### src/hw/rtl/sabc_pkg.sv
package sabc_pkg;

    // Canvas limits
    localparam int MAX_DIM = 1024;
    localparam int DIM_W   = 11;
    localparam int COORD_W = 10;
    localparam int CHAN_W  = 8;
    localparam int OPA_W   = 7;
    localparam int PROD_W  = CHAN_W + OPA_W;

    localparam logic [DIM_W-1:0] DIM_MAX     = DIM_W'(MAX_DIM);
    localparam logic [OPA_W-1:0] OPACITY_MAX = OPA_W'(100);

    // Opacity scaling: (alpha * opacity + 50) / 100 as a reciprocal multiply
    localparam logic [PROD_W-1:0] ROUND_HALF_PCT = PROD_W'(50);
    localparam int                RECIP_W        = 13;
    localparam logic [RECIP_W-1:0] RECIP_100     = RECIP_W'(5243);
    localparam int                RECIP_SHIFT    = 19;
    localparam int                SCALED_W       = PROD_W + RECIP_W;

    // Blend
    localparam logic [CHAN_W-1:0] ALPHA_FULL  = CHAN_W'(255);
    localparam int                BLEND_W     = 2 * CHAN_W;
    localparam int                SUM_W       = BLEND_W + 1;
    localparam logic [SUM_W-1:0]  BLEND_ROUND = SUM_W'(127);
    localparam int                NUM_CHAN    = 3;

    // Queue between front and back
    localparam int QUEUE_DEPTH = 4;
    localparam int QPTR_W      = $clog2(QUEUE_DEPTH);

    // Register map (word index = paddr[4:2])
    localparam int ADDR_W = 5;
    localparam int DATA_W = 32;
    localparam logic [2:0] REG_ORIGIN_X      = 3'd0;
    localparam logic [2:0] REG_ORIGIN_Y      = 3'd1;
    localparam logic [2:0] REG_CANVAS_WIDTH  = 3'd2;
    localparam logic [2:0] REG_CANVAS_HEIGHT = 3'd3;
    localparam logic [2:0] REG_OPACITY       = 3'd4;

    typedef struct packed {
        logic signed [DIM_W-1:0] origin_x;
        logic signed [DIM_W-1:0] origin_y;
        logic [DIM_W-1:0]        canvas_width;
        logic [DIM_W-1:0]        canvas_height;
        logic [OPA_W-1:0]        opacity_percent;
    } t_cfg;

    typedef struct packed {
        logic                write_pixel;
        logic [COORD_W-1:0]  col;
        logic [COORD_W-1:0]  row;
        logic [CHAN_W-1:0]   alpha;
        logic [CHAN_W-1:0]   src_red;
        logic [CHAN_W-1:0]   src_green;
        logic [CHAN_W-1:0]   src_blue;
        logic [CHAN_W-1:0]   dst_red;
        logic [CHAN_W-1:0]   dst_green;
        logic [CHAN_W-1:0]   dst_blue;
    } t_item;

    typedef struct packed {
        logic full;
        logic not_empty;
    } t_queue_status;

endpackage

### src/hw/rtl/sabc_front.sv
module sabc_front (
    input  logic                         i_clk,
    input  logic                         i_rst_n,
    input  sabc_pkg::t_cfg               i_cfg,
    input  logic                         i_valid,
    output logic                         o_stall,
    input  logic [sabc_pkg::COORD_W-1:0] i_sprite_col,
    input  logic [sabc_pkg::COORD_W-1:0] i_sprite_row,
    input  logic [sabc_pkg::CHAN_W-1:0]  i_src_red,
    input  logic [sabc_pkg::CHAN_W-1:0]  i_src_green,
    input  logic [sabc_pkg::CHAN_W-1:0]  i_src_blue,
    input  logic [sabc_pkg::CHAN_W-1:0]  i_src_alpha,
    input  logic [sabc_pkg::CHAN_W-1:0]  i_dst_red,
    input  logic [sabc_pkg::CHAN_W-1:0]  i_dst_green,
    input  logic [sabc_pkg::CHAN_W-1:0]  i_dst_blue,
    input  sabc_pkg::t_queue_status      i_qstat,
    output logic                         o_push,
    output sabc_pkg::t_item              o_item
);

    logic                         r_valid;
    logic                         r_inside;
    logic [sabc_pkg::COORD_W-1:0] r_col;
    logic [sabc_pkg::COORD_W-1:0] r_row;
    logic [sabc_pkg::PROD_W-1:0]  r_prod;
    logic [sabc_pkg::CHAN_W-1:0]  r_src_red, r_src_green, r_src_blue;
    logic [sabc_pkg::CHAN_W-1:0]  r_dst_red, r_dst_green, r_dst_blue;

    logic                         f_free;
    logic [sabc_pkg::OPA_W-1:0]   opacity;
    logic [sabc_pkg::DIM_W-1:0]   width;
    logic [sabc_pkg::DIM_W-1:0]   height;
    logic [sabc_pkg::DIM_W:0]     cx;
    logic [sabc_pkg::DIM_W:0]     cy;
    logic                         n_inside;
    logic [sabc_pkg::PROD_W-1:0]  n_prod;
    logic [sabc_pkg::SCALED_W-1:0] scaled;
    logic [sabc_pkg::CHAN_W-1:0]  alpha;

    assign f_free  = !r_valid || !i_qstat.full;
    assign o_stall = !f_free;
    assign o_push  = r_valid && !i_qstat.full;

    // Clamp configuration to its legal range
    assign opacity = (i_cfg.opacity_percent > sabc_pkg::OPACITY_MAX) ?
                     sabc_pkg::OPACITY_MAX : i_cfg.opacity_percent;
    assign width   = (i_cfg.canvas_width > sabc_pkg::DIM_MAX) ?
                     sabc_pkg::DIM_MAX : i_cfg.canvas_width;
    assign height  = (i_cfg.canvas_height > sabc_pkg::DIM_MAX) ?
                     sabc_pkg::DIM_MAX : i_cfg.canvas_height;

    // Offset by origin in one extra bit and clip
    assign cx = {i_cfg.origin_x[sabc_pkg::DIM_W-1], i_cfg.origin_x}
              + {2'b00, i_sprite_col};
    assign cy = {i_cfg.origin_y[sabc_pkg::DIM_W-1], i_cfg.origin_y}
              + {2'b00, i_sprite_row};
    assign n_inside = !cx[sabc_pkg::DIM_W] && !cy[sabc_pkg::DIM_W]
                   && (cx[sabc_pkg::DIM_W-1:0] < width)
                   && (cy[sabc_pkg::DIM_W-1:0] < height);

    assign n_prod = sabc_pkg::PROD_W'(i_src_alpha) * sabc_pkg::PROD_W'(opacity);

    always_ff @(posedge i_clk) begin
        if (!i_rst_n) begin
            r_valid <= 1'b0;
        end else if (f_free) begin
            r_valid <= i_valid;
        end
    end

    always_ff @(posedge i_clk) begin
        if (f_free && i_valid) begin
            r_inside    <= n_inside;
            r_col       <= cx[sabc_pkg::COORD_W-1:0];
            r_row       <= cy[sabc_pkg::COORD_W-1:0];
            r_prod      <= n_prod;
            r_src_red   <= i_src_red;
            r_src_green <= i_src_green;
            r_src_blue  <= i_src_blue;
            r_dst_red   <= i_dst_red;
            r_dst_green <= i_dst_green;
            r_dst_blue  <= i_dst_blue;
        end
    end

    // Divide by 100 with rounding: exact over the whole product range
    assign scaled = sabc_pkg::SCALED_W'(r_prod + sabc_pkg::ROUND_HALF_PCT)
                  * sabc_pkg::SCALED_W'(sabc_pkg::RECIP_100);
    assign alpha  = scaled[sabc_pkg::RECIP_SHIFT +: sabc_pkg::CHAN_W];

    always_comb begin
        o_item.write_pixel = r_inside && (alpha != '0);
        o_item.col         = r_col;
        o_item.row         = r_row;
        o_item.alpha       = alpha;
        o_item.src_red     = r_src_red;
        o_item.src_green   = r_src_green;
        o_item.src_blue    = r_src_blue;
        o_item.dst_red     = r_dst_red;
        o_item.dst_green   = r_dst_green;
        o_item.dst_blue    = r_dst_blue;
    end

endmodule

### src/hw/rtl/sabc_queue.sv
module sabc_queue (
    input  logic                    i_clk,
    input  logic                    i_rst_n,
    input  logic                    i_push,
    input  sabc_pkg::t_item         i_item,
    input  logic                    i_pop,
    output sabc_pkg::t_item         o_item,
    output sabc_pkg::t_queue_status o_qstat
);

    sabc_pkg::t_item             r_mem [sabc_pkg::QUEUE_DEPTH];
    logic [sabc_pkg::QPTR_W-1:0] r_wr;
    logic [sabc_pkg::QPTR_W-1:0] r_rd;
    logic [sabc_pkg::QPTR_W:0]   r_count;

    logic [sabc_pkg::QPTR_W-1:0] n_wr;
    logic [sabc_pkg::QPTR_W-1:0] n_rd;

    assign o_qstat.full      = (r_count == (sabc_pkg::QPTR_W + 1)'(sabc_pkg::QUEUE_DEPTH));
    assign o_qstat.not_empty = (r_count != '0);
    assign o_item            = r_mem[r_rd];

    assign n_wr = (r_wr == sabc_pkg::QPTR_W'(sabc_pkg::QUEUE_DEPTH - 1)) ? '0 : r_wr + 1'b1;
    assign n_rd = (r_rd == sabc_pkg::QPTR_W'(sabc_pkg::QUEUE_DEPTH - 1)) ? '0 : r_rd + 1'b1;

    always_ff @(posedge i_clk) begin
        if (!i_rst_n) begin
            r_wr    <= '0;
            r_rd    <= '0;
            r_count <= '0;
        end else begin
            if (i_push) begin
                r_wr <= n_wr;
            end
            if (i_pop) begin
                r_rd <= n_rd;
            end
            if (i_push && !i_pop) begin
                r_count <= r_count + 1'b1;
            end else if (i_pop && !i_push) begin
                r_count <= r_count - 1'b1;
            end
        end
    end

    always_ff @(posedge i_clk) begin
        if (i_push) begin
            r_mem[r_wr] <= i_item;
        end
    end

endmodule

### src/hw/rtl/sabc_back.sv
module sabc_back (
    input  logic                         i_clk,
    input  logic                         i_rst_n,
    input  sabc_pkg::t_item              i_item,
    input  sabc_pkg::t_queue_status      i_qstat,
    output logic                         o_pop,
    output logic                         o_valid,
    input  logic                         i_stall,
    output logic                         o_write_pixel,
    output logic [sabc_pkg::COORD_W-1:0] o_canvas_col,
    output logic [sabc_pkg::COORD_W-1:0] o_canvas_row,
    output logic [sabc_pkg::CHAN_W-1:0]  o_out_red,
    output logic [sabc_pkg::CHAN_W-1:0]  o_out_green,
    output logic [sabc_pkg::CHAN_W-1:0]  o_out_blue
);

    logic                          r_b_valid;
    logic                          r_b_write;
    logic [sabc_pkg::COORD_W-1:0]  r_b_col;
    logic [sabc_pkg::COORD_W-1:0]  r_b_row;
    logic [sabc_pkg::BLEND_W-1:0]  r_ps [sabc_pkg::NUM_CHAN];
    logic [sabc_pkg::BLEND_W-1:0]  r_pd [sabc_pkg::NUM_CHAN];

    logic                          r_o_valid;
    logic                          r_o_write;
    logic [sabc_pkg::COORD_W-1:0]  r_o_col;
    logic [sabc_pkg::COORD_W-1:0]  r_o_row;
    logic [sabc_pkg::CHAN_W-1:0]   r_o_chan [sabc_pkg::NUM_CHAN];

    logic                          out_free;
    logic                          b_free;
    logic [sabc_pkg::CHAN_W-1:0]   inv_alpha;
    logic [sabc_pkg::CHAN_W-1:0]   src [sabc_pkg::NUM_CHAN];
    logic [sabc_pkg::CHAN_W-1:0]   dst [sabc_pkg::NUM_CHAN];
    logic [sabc_pkg::BLEND_W-1:0]  n_ps [sabc_pkg::NUM_CHAN];
    logic [sabc_pkg::BLEND_W-1:0]  n_pd [sabc_pkg::NUM_CHAN];
    logic [sabc_pkg::SUM_W-1:0]    sum [sabc_pkg::NUM_CHAN];
    logic [sabc_pkg::SUM_W-1:0]    quo [sabc_pkg::NUM_CHAN];
    logic [sabc_pkg::CHAN_W-1:0]   n_chan [sabc_pkg::NUM_CHAN];

    assign out_free = !r_o_valid || !i_stall;
    assign b_free   = !r_b_valid || out_free;
    assign o_pop    = i_qstat.not_empty && b_free;

    assign inv_alpha = sabc_pkg::ALPHA_FULL - i_item.alpha;
    assign src[0] = i_item.src_red;
    assign src[1] = i_item.src_green;
    assign src[2] = i_item.src_blue;
    assign dst[0] = i_item.dst_red;
    assign dst[1] = i_item.dst_green;
    assign dst[2] = i_item.dst_blue;

    // Per-channel weights; full alpha reduces to a plain copy
    always_comb begin
        for (int i = 0; i < sabc_pkg::NUM_CHAN; i++) begin
            n_ps[i] = sabc_pkg::BLEND_W'(src[i]) * sabc_pkg::BLEND_W'(i_item.alpha);
            n_pd[i] = sabc_pkg::BLEND_W'(dst[i]) * sabc_pkg::BLEND_W'(inv_alpha);
        end
    end

    // Rounded divide by 255: q = (x + (x >> 8) + 1) >> 8
    always_comb begin
        for (int i = 0; i < sabc_pkg::NUM_CHAN; i++) begin
            sum[i]    = sabc_pkg::SUM_W'(r_ps[i]) + sabc_pkg::SUM_W'(r_pd[i])
                      + sabc_pkg::BLEND_ROUND;
            quo[i]    = sum[i] + sabc_pkg::SUM_W'(sum[i][sabc_pkg::SUM_W-1:sabc_pkg::CHAN_W])
                      + sabc_pkg::SUM_W'(1);
            n_chan[i] = r_b_write ? quo[i][sabc_pkg::CHAN_W +: sabc_pkg::CHAN_W] : '0;
        end
    end

    always_ff @(posedge i_clk) begin
        if (!i_rst_n) begin
            r_b_valid <= 1'b0;
            r_o_valid <= 1'b0;
        end else begin
            if (b_free) begin
                r_b_valid <= i_qstat.not_empty;
            end
            if (out_free) begin
                r_o_valid <= r_b_valid;
            end
        end
    end

    always_ff @(posedge i_clk) begin
        if (o_pop) begin
            r_b_write <= i_item.write_pixel;
            r_b_col   <= i_item.col;
            r_b_row   <= i_item.row;
            r_ps      <= n_ps;
            r_pd      <= n_pd;
        end
        if (out_free && r_b_valid) begin
            r_o_write <= r_b_write;
            r_o_col   <= r_b_write ? r_b_col : '0;
            r_o_row   <= r_b_write ? r_b_row : '0;
            r_o_chan  <= n_chan;
        end
    end

    assign o_valid       = r_o_valid;
    assign o_write_pixel = r_o_write;
    assign o_canvas_col  = r_o_col;
    assign o_canvas_row  = r_o_row;
    assign o_out_red     = r_o_chan[0];
    assign o_out_green   = r_o_chan[1];
    assign o_out_blue    = r_o_chan[2];

endmodule

### src/hw/rtl/sprite_alpha_blend_clip_unit.sv
// Sprite compositor: source-over blend of one sprite pixel onto the canvas.
//
// Input channel (i_valid / o_stall): one sprite pixel per item, with its
// position inside the sprite, its RGBA value and the canvas RGB under it.
// Output channel (o_valid / i_stall): one result per item, in order. When
// o_write_pixel is low the pixel is clipped or transparent and every other
// result field reads zero.
// Configuration: APB-style port, one 32-bit word per register at 4*index:
// origin x, origin y, canvas width, canvas height, opacity in percent.
// Write registers only while no item is in flight.
//
// Path: front register, queue, then back-end weight and output registers.
// Throughput: one item per cycle while the receiver does not stall, via the
// front stage (clip and alpha scale) and a two-stage back end (channel
// weights, divide by 255). A 4-entry queue sits between front and back, so
// a stalled receiver first fills the queue, then o_stall rises at the input.
// Reset: empties both pipelines and the queue, restores register defaults
// (origin 0,0, canvas 1024 x 1024, opacity 100). No clearing pass is needed.
module sprite_alpha_blend_clip_unit (
    input  logic                         i_clk,
    input  logic                         i_rst_n,
    // configuration
    input  logic                         psel,
    input  logic                         penable,
    input  logic                         pwrite,
    input  logic [sabc_pkg::ADDR_W-1:0]  paddr,
    input  logic [sabc_pkg::DATA_W-1:0]  pwdata,
    output logic [sabc_pkg::DATA_W-1:0]  prdata,
    output logic                         pready,
    // input items
    input  logic                         i_valid,
    output logic                         o_stall,
    input  logic [sabc_pkg::COORD_W-1:0] i_sprite_col,
    input  logic [sabc_pkg::COORD_W-1:0] i_sprite_row,
    input  logic [sabc_pkg::CHAN_W-1:0]  i_src_red,
    input  logic [sabc_pkg::CHAN_W-1:0]  i_src_green,
    input  logic [sabc_pkg::CHAN_W-1:0]  i_src_blue,
    input  logic [sabc_pkg::CHAN_W-1:0]  i_src_alpha,
    input  logic [sabc_pkg::CHAN_W-1:0]  i_dst_red,
    input  logic [sabc_pkg::CHAN_W-1:0]  i_dst_green,
    input  logic [sabc_pkg::CHAN_W-1:0]  i_dst_blue,
    // result items
    output logic                         o_valid,
    input  logic                         i_stall,
    output logic                         o_write_pixel,
    output logic [sabc_pkg::COORD_W-1:0] o_canvas_col,
    output logic [sabc_pkg::COORD_W-1:0] o_canvas_row,
    output logic [sabc_pkg::CHAN_W-1:0]  o_out_red,
    output logic [sabc_pkg::CHAN_W-1:0]  o_out_green,
    output logic [sabc_pkg::CHAN_W-1:0]  o_out_blue
);

    sabc_pkg::t_cfg          r_cfg;
    logic                    cfg_wr;
    logic [2:0]              reg_idx;

    logic                    push;
    logic                    pop;
    sabc_pkg::t_item         front_item;
    sabc_pkg::t_item         back_item;
    sabc_pkg::t_queue_status qstat;

    // ---------------------------------------------------------------
    // Register file: decode word index, ignore byte offset bits
    // ---------------------------------------------------------------
    assign pready  = 1'b1;
    assign reg_idx = paddr[4:2];
    assign cfg_wr  = psel && penable && pwrite && pready;

    always_ff @(posedge i_clk) begin
        if (!i_rst_n) begin
            r_cfg.origin_x        <= '0;
            r_cfg.origin_y        <= '0;
            r_cfg.canvas_width    <= sabc_pkg::DIM_MAX;
            r_cfg.canvas_height   <= sabc_pkg::DIM_MAX;
            r_cfg.opacity_percent <= sabc_pkg::OPACITY_MAX;
        end else if (cfg_wr) begin
            case (reg_idx)
                sabc_pkg::REG_ORIGIN_X: begin
                    r_cfg.origin_x <= pwdata[sabc_pkg::DIM_W-1:0];
                end
                sabc_pkg::REG_ORIGIN_Y: begin
                    r_cfg.origin_y <= pwdata[sabc_pkg::DIM_W-1:0];
                end
                sabc_pkg::REG_CANVAS_WIDTH: begin
                    r_cfg.canvas_width <= pwdata[sabc_pkg::DIM_W-1:0];
                end
                sabc_pkg::REG_CANVAS_HEIGHT: begin
                    r_cfg.canvas_height <= pwdata[sabc_pkg::DIM_W-1:0];
                end
                sabc_pkg::REG_OPACITY: begin
                    r_cfg.opacity_percent <= pwdata[sabc_pkg::OPA_W-1:0];
                end
                default: begin
                end
            endcase
        end
    end

    // Return register values; origins read back sign-extended, the rest zero-extended
    always_comb begin
        case (reg_idx)
            sabc_pkg::REG_ORIGIN_X:      prdata = sabc_pkg::DATA_W'(r_cfg.origin_x);
            sabc_pkg::REG_ORIGIN_Y:      prdata = sabc_pkg::DATA_W'(r_cfg.origin_y);
            sabc_pkg::REG_CANVAS_WIDTH:  prdata = sabc_pkg::DATA_W'(r_cfg.canvas_width);
            sabc_pkg::REG_CANVAS_HEIGHT: prdata = sabc_pkg::DATA_W'(r_cfg.canvas_height);
            sabc_pkg::REG_OPACITY:       prdata = sabc_pkg::DATA_W'(r_cfg.opacity_percent);
            default:                     prdata = '0;
        endcase
    end

    // ---------------------------------------------------------------
    // Front: accept, clip, scale alpha; classify into write / no write
    // ---------------------------------------------------------------
    sabc_front u_front (
        .i_clk        (i_clk),
        .i_rst_n      (i_rst_n),
        .i_cfg        (r_cfg),
        .i_valid      (i_valid),
        .o_stall      (o_stall),
        .i_sprite_col (i_sprite_col),
        .i_sprite_row (i_sprite_row),
        .i_src_red    (i_src_red),
        .i_src_green  (i_src_green),
        .i_src_blue   (i_src_blue),
        .i_src_alpha  (i_src_alpha),
        .i_dst_red    (i_dst_red),
        .i_dst_green  (i_dst_green),
        .i_dst_blue   (i_dst_blue),
        .i_qstat      (qstat),
        .o_push       (push),
        .o_item       (front_item)
    );

    // Decouple front and back so each side can stall on its own
    sabc_queue u_queue (
        .i_clk   (i_clk),
        .i_rst_n (i_rst_n),
        .i_push  (push),
        .i_item  (front_item),
        .i_pop   (pop),
        .o_item  (back_item),
        .o_qstat (qstat)
    );

    // ---------------------------------------------------------------
    // Back: blend channels and hold the result until taken
    // ---------------------------------------------------------------
    sabc_back u_back (
        .i_clk         (i_clk),
        .i_rst_n       (i_rst_n),
        .i_item        (back_item),
        .i_qstat       (qstat),
        .o_pop         (pop),
        .o_valid       (o_valid),
        .i_stall       (i_stall),
        .o_write_pixel (o_write_pixel),
        .o_canvas_col  (o_canvas_col),
        .o_canvas_row  (o_canvas_row),
        .o_out_red     (o_out_red),
        .o_out_green   (o_out_green),
        .o_out_blue    (o_out_blue)
    );

endmodule

### config.mk
export PLATFORM = sky130hd
export DESIGN_NAME = sprite_alpha_blend_clip_unit
export DESIGN_NICKNAME = d
export VERILOG_FILES = /design/src/hw/rtl/sabc_pkg.sv /design/src/hw/rtl/sabc_front.sv /design/src/hw/rtl/sabc_queue.sv /design/src/hw/rtl/sabc_back.sv /design/src/hw/rtl/sprite_alpha_blend_clip_unit.sv
export SDC_FILE = /design/constraint.sdc
export NUM_CORES = 2
export LEC_CHECK = 0
export BUFFER_PORTS_ARGS = -buffer_cell sky130_fd_sc_hd__buf_4
export CAP_MARGIN = 40
export CORE_MARGIN = 2
export CORE_UTILIZATION = 50
export CTS_BUF_LIST = sky130_fd_sc_hd__clkbuf_2 sky130_fd_sc_hd__clkbuf_4 sky130_fd_sc_hd__clkbuf_8
export CTS_CLUSTER_SIZE = 14
export DETAILED_ROUTE_END_ITERATION = 12
export MAX_ROUTING_LAYER = met4
export PLACE_DENSITY = 0.73
export RECOVER_POWER = 50
export SLEW_MARGIN = 10
export SYNTH_ARGS = -nofsm -noshare
export SYNTH_HDL_FRONTEND = slang
export SYNTH_HIERARCHICAL = 1
export SYNTH_SLANG_ARGS = --single-unit
### constraint.sdc
create_clock -name i_clk -period 17.3 [get_ports i_clk]
set_input_delay 0.865 -clock i_clk [delete_from_list [all_inputs] [get_ports i_clk]]
set_output_delay 0.865 -clock i_clk [all_outputs]
set_load 0.01 [all_outputs]
==> results.md <==
* Most used standard cell by instance count after synthesis: inv_1
* I/O pins at 200
* Remaining routing DRC violations at 0
* Antenna viol nets, final at 0
* Average routed wire per standard cell at 17.4 um
* Most repeated library cell on the critical path: fa_1
* Number of input and output port buffers inserted at 175
* Number of nets in the layout at 4999
* Number of nets produced by synthesis at 4795
* RSZ-0062 raised after global routing: false
* Critical Path RT at 17.76 ns
* Endpoint arrival time on the critical path at 7.75 ns
* Wire length of the first global-routing pass at 151 mm
* Hold path startpoint: i_src_red[6]
* Reg2Reg Depth at 19
* Worst hold path endpoint: u_front/r_src_red[6]
* Measured slew at the worst slew-check pin at 3.27 ns
* Area leader, netlist: edfxtp_1
* Total number of vias at 28100
* Dominant delay contributor by cell family on the critical path: buffers and inverters
* Clock tree from TritonCTS: yes
* Detailed-routing iteration count for the pre-antenna-repair pass at 5
* Effective utilization at floorplan at 0.506
* Number of antenna violations at the first check in global routing at 9
* FMAX at 137 MHz
* HPWL after detailed placement at 68.8 mm
* Type of origin of the critical path: flop
* Placement Rows at 110
* Total number of yosys warnings at 6
* Instance count of the mapped netlist at 3845
* Violations in the final reports: capacitance limit, slew limit
* Worst-path cell with the longest stage delay: clkbuf_1
* Number of synthesized flops with an enable pin at 554
* Max-slew headroom at -1.18
* Commonest cells in the netlist: inv_1, edfxtp_1, ha_1
* Critical path buffer and inverter count at 6
* Latest clock arrival within the worst-skew pair at 0.75 ns
* Longest individual stage delay on the worst path at 1.52 ns
* Number of setup violations in the final report at 0
* Placer Congestion at 0.900
* Initial detailed-routing violation count at 1545
* Post-synth ARST share at 0
* Final count of hold timing violations at 0
* Post-synthesis instance area at 45600 sq um
* Post-route clock skew at 0.0362 ns
* Clock transition time at the flip-flop clock pins of the worst setup and hold paths at 0.06 ns
* Share of post-route cells with drive strength above 1 at 0.116
* Clock Tree Buf Depth at 3
* Overall die width at 306 um
* WHS at 0.317 ns
* Worst r2r dst: u_back/r_ps[47]
* Setup slack of the worst register-to-register path at 10.00 ns
* Total routing resource utilization after global routing at 0.208
* Critical Path, Cell by Cell: clkbuf_1 -> buf_12 -> mux4_2 -> buf_4 -> nand2_1 -> fa_1 -> fa_1 -> inv_1 -> fa_1 -> inv_1 -> fa_1 -> inv_1 -> ha_1 -> a21boi_0 -> o21ai_0 -> a21oi_1 -> a41o_1 -> o41ai_1 -> xnor2_1
* Die span in y at 306 um
* Routed wire length at 92.2 mm
* Clock buffer count from CTS at 102
* Outcome: finished with violations
* Critical path endpoint category: flop
* CTS-repair resized insts at 0
* Proportion of netlist area held by the largest area contributor at 0.365
* Synthesis-stage register bit count at 617
* Critical path peak fanout at 48
* Total Die Area at 93600 sq um
* # Post-CTS Setup Buffers at 0
* Share of the clock period used by the worst path at 0.422
* Post-route core utilization at 0.557
* Largest net degree at the start of global routing at 77
* Total Neg Setup Slack at 0 ns
* Via count of the first global-routing pass at 29200
* Syn avg cell area at 11.9 sq um
* Clock tree root buffer cell: clkbuf_8
* Category of the critical setup timing path: reg -> reg
* Number of max-slew violations in the final report at 367
* Via/cell ratio at 5.29
* # fillers at 7400
* Synth-to-layout area growth at 10.1%
* Post-cts hold buffer count at 0
* Grt ovf at 0
* Worst hold path stage count at 1
* Max-cap check violation count at 11
* Standard cell core area at 90100 sq um
* Leading register cell type out of synthesis: edfxtp_1
* Count of different cell masters after synthesis at 91
* Final Critical Period at 7.30 ns
* Level count of the clock H-tree at 3
* CTS sink count at 617
* Top cells by area, synth: edfxtp_1, ha_1, fa_1
* Fraction of the yosys area taken by sequential cells at 0.393
* HP Class: in -> reg
## kinds of logic (layout without fill, tap and decap cells)
family / after synthesis / after routing / synth area share
DFF: 617 / 617 / 0.393
buffers and inverters: 708 / 996 / 0.0631
other: 1 / 7 / 0.0000822
and+or+nand+nor: 975 / 975 / 0.117
AOI/OAI and AO/OA: 390 / 390 / 0.0584
xor gates and xnor gates: 172 / 172 / 0.0335
muxes: 152 / 152 / 0.0557
adders and majority gates: 830 / 830 / 0.280
## through the flow
step / cell area [sq um] / setup slack [ns] / std cells
6_report: 50200 / 10.00 / 5315
2_1_floorplan: 45600 / 11.06 / 3845
5_1_grt: 50200 / 9.55 / 5314
3_3_place_gp: 48000 / 10.24 / 5109
4_1_cts: 50400 / 10.12 / 5309
3_5_place_dp: 48200 / 10.14 / 5121
## how the worst max path moves through the flow
stage	startpoint	end	cells past startpoint
2_1_floorplan	u_front/r_prod[1]	u_queue/r_mem[0][76]	26
3_3_place_gp	u_front/r_prod[2]	u_queue/r_mem[0][76]	26
3_5_place_dp	u_front/r_prod[2]	u_queue/r_mem[1][76]	25
4_1_cts	u_front/r_prod[2]	u_queue/r_mem[0][76]	25
5_1_grt	flop	u_back/r_ps[47]	19
6_report	flop	u_back/r_ps[47]	19
## flip-flops by register name, summed over array words and instances (netlist names), 8 cells and up, named ones only
signal and cells:
u_front/r_col 10, u_front/r_row 10, u_front/r_prod 15, u_front/r_dst_blue 8
u_back/o_canvas_col 10, u_back/r_b_row 10, u_back/o_canvas_row 10, u_back/o_out_blue 8
r_cfg 51, u_front/r_dst_red 8, u_front/r_src_red 8, u_back/o_out_red 8
u_back/o_out_green 8, u_queue/r_mem 308, u_back/r_pd 48, u_front/r_dst_green 8
u_back/r_b_col 10, u_back/r_ps 48, u_front/r_src_green 8, u_front/r_src_blue 8
## cell usage in the layout (no fill, tap or decap), types with 11 or more instances in the layout
cell type    n
clkbuf_4    52
o22ai_1     12
fa_1       318
and2_1     193
clkbuf_1    29
edfxtp_1   554
buf_4      146
a21boi_0    16
mux2i_1     64
or3_1       18
clkbuf_8   111
nand3_1     41
dfxtp_1     61
nand2b_1    55
o211ai_1    14
ha_1       512
and3_1      19
xor2_1      34
and2_0      23
o21ai_0     54
clkinv_2    11
nand4_1     13
a21oi_1     95
clkinv_1    24
o21bai_1    14
mux4_2      78
xnor2_1    135
nor3_1      38
a22oi_1     15
nor2_1     102
inv_1      597
a21o_1      34
a31oi_1     12
nand2_1    216
or2_2       13
nor2b_1    203
a211oi_1    11
o21a_1      29
## worst reg2reg max path, stage by stage, from the launching register on
cell and delay, ns:
dfxtp_4 0.55, clkbuf_1 1.52, buf_12 0.33, mux4_2 0.22, buf_4 0.48, nand2_1 0.17, fa_1 0.50, fa_1 0.55
inv_1 0.05, fa_1 0.52, inv_1 0.05, fa_1 0.52, inv_1 0.04, ha_1 0.30, a21boi_0 0.15, o21ai_0 0.23
a21oi_1 0.13, a41o_1 0.28, o41ai_1 0.32, xnor2_1 0.11
## area by class of cell
class	count	area, sq um	share of cell area
Clock inverter	51	457	0.00909
Sequential cell	617	17900	0.357
Tap cell	1176	1470	0.0293
Inverter	599	2250	0.0448
Timing Repair Buffer	209	1580	0.0314
Antenna cell	6	15.0	0.000299
Clock buffer	137	1720	0.0343
Multi-Input combinational cell	2520	24800	0.494
## per-layer routing
| metal | track usage | wire, um | vias to the layer above | part of all wire |
|---|---|---|---|---|
| li1 | - | - | 13600 | - |
| met1 | 0.264 | 40800 | 13800 | 0.44 |
| met2 | 0.347 | 44500 | 605 | 0.48 |
| met3 | 0.0323 | 4540 | 140 | 0.049 |
| met4 | 0.0583 | 2370 | 0 | 0.026 |
| met5 | - | 0 | - | 0 |
Power is not shown: default switching activity piles up to over one toggle a cycle in this logic, so the estimate is an artifact.
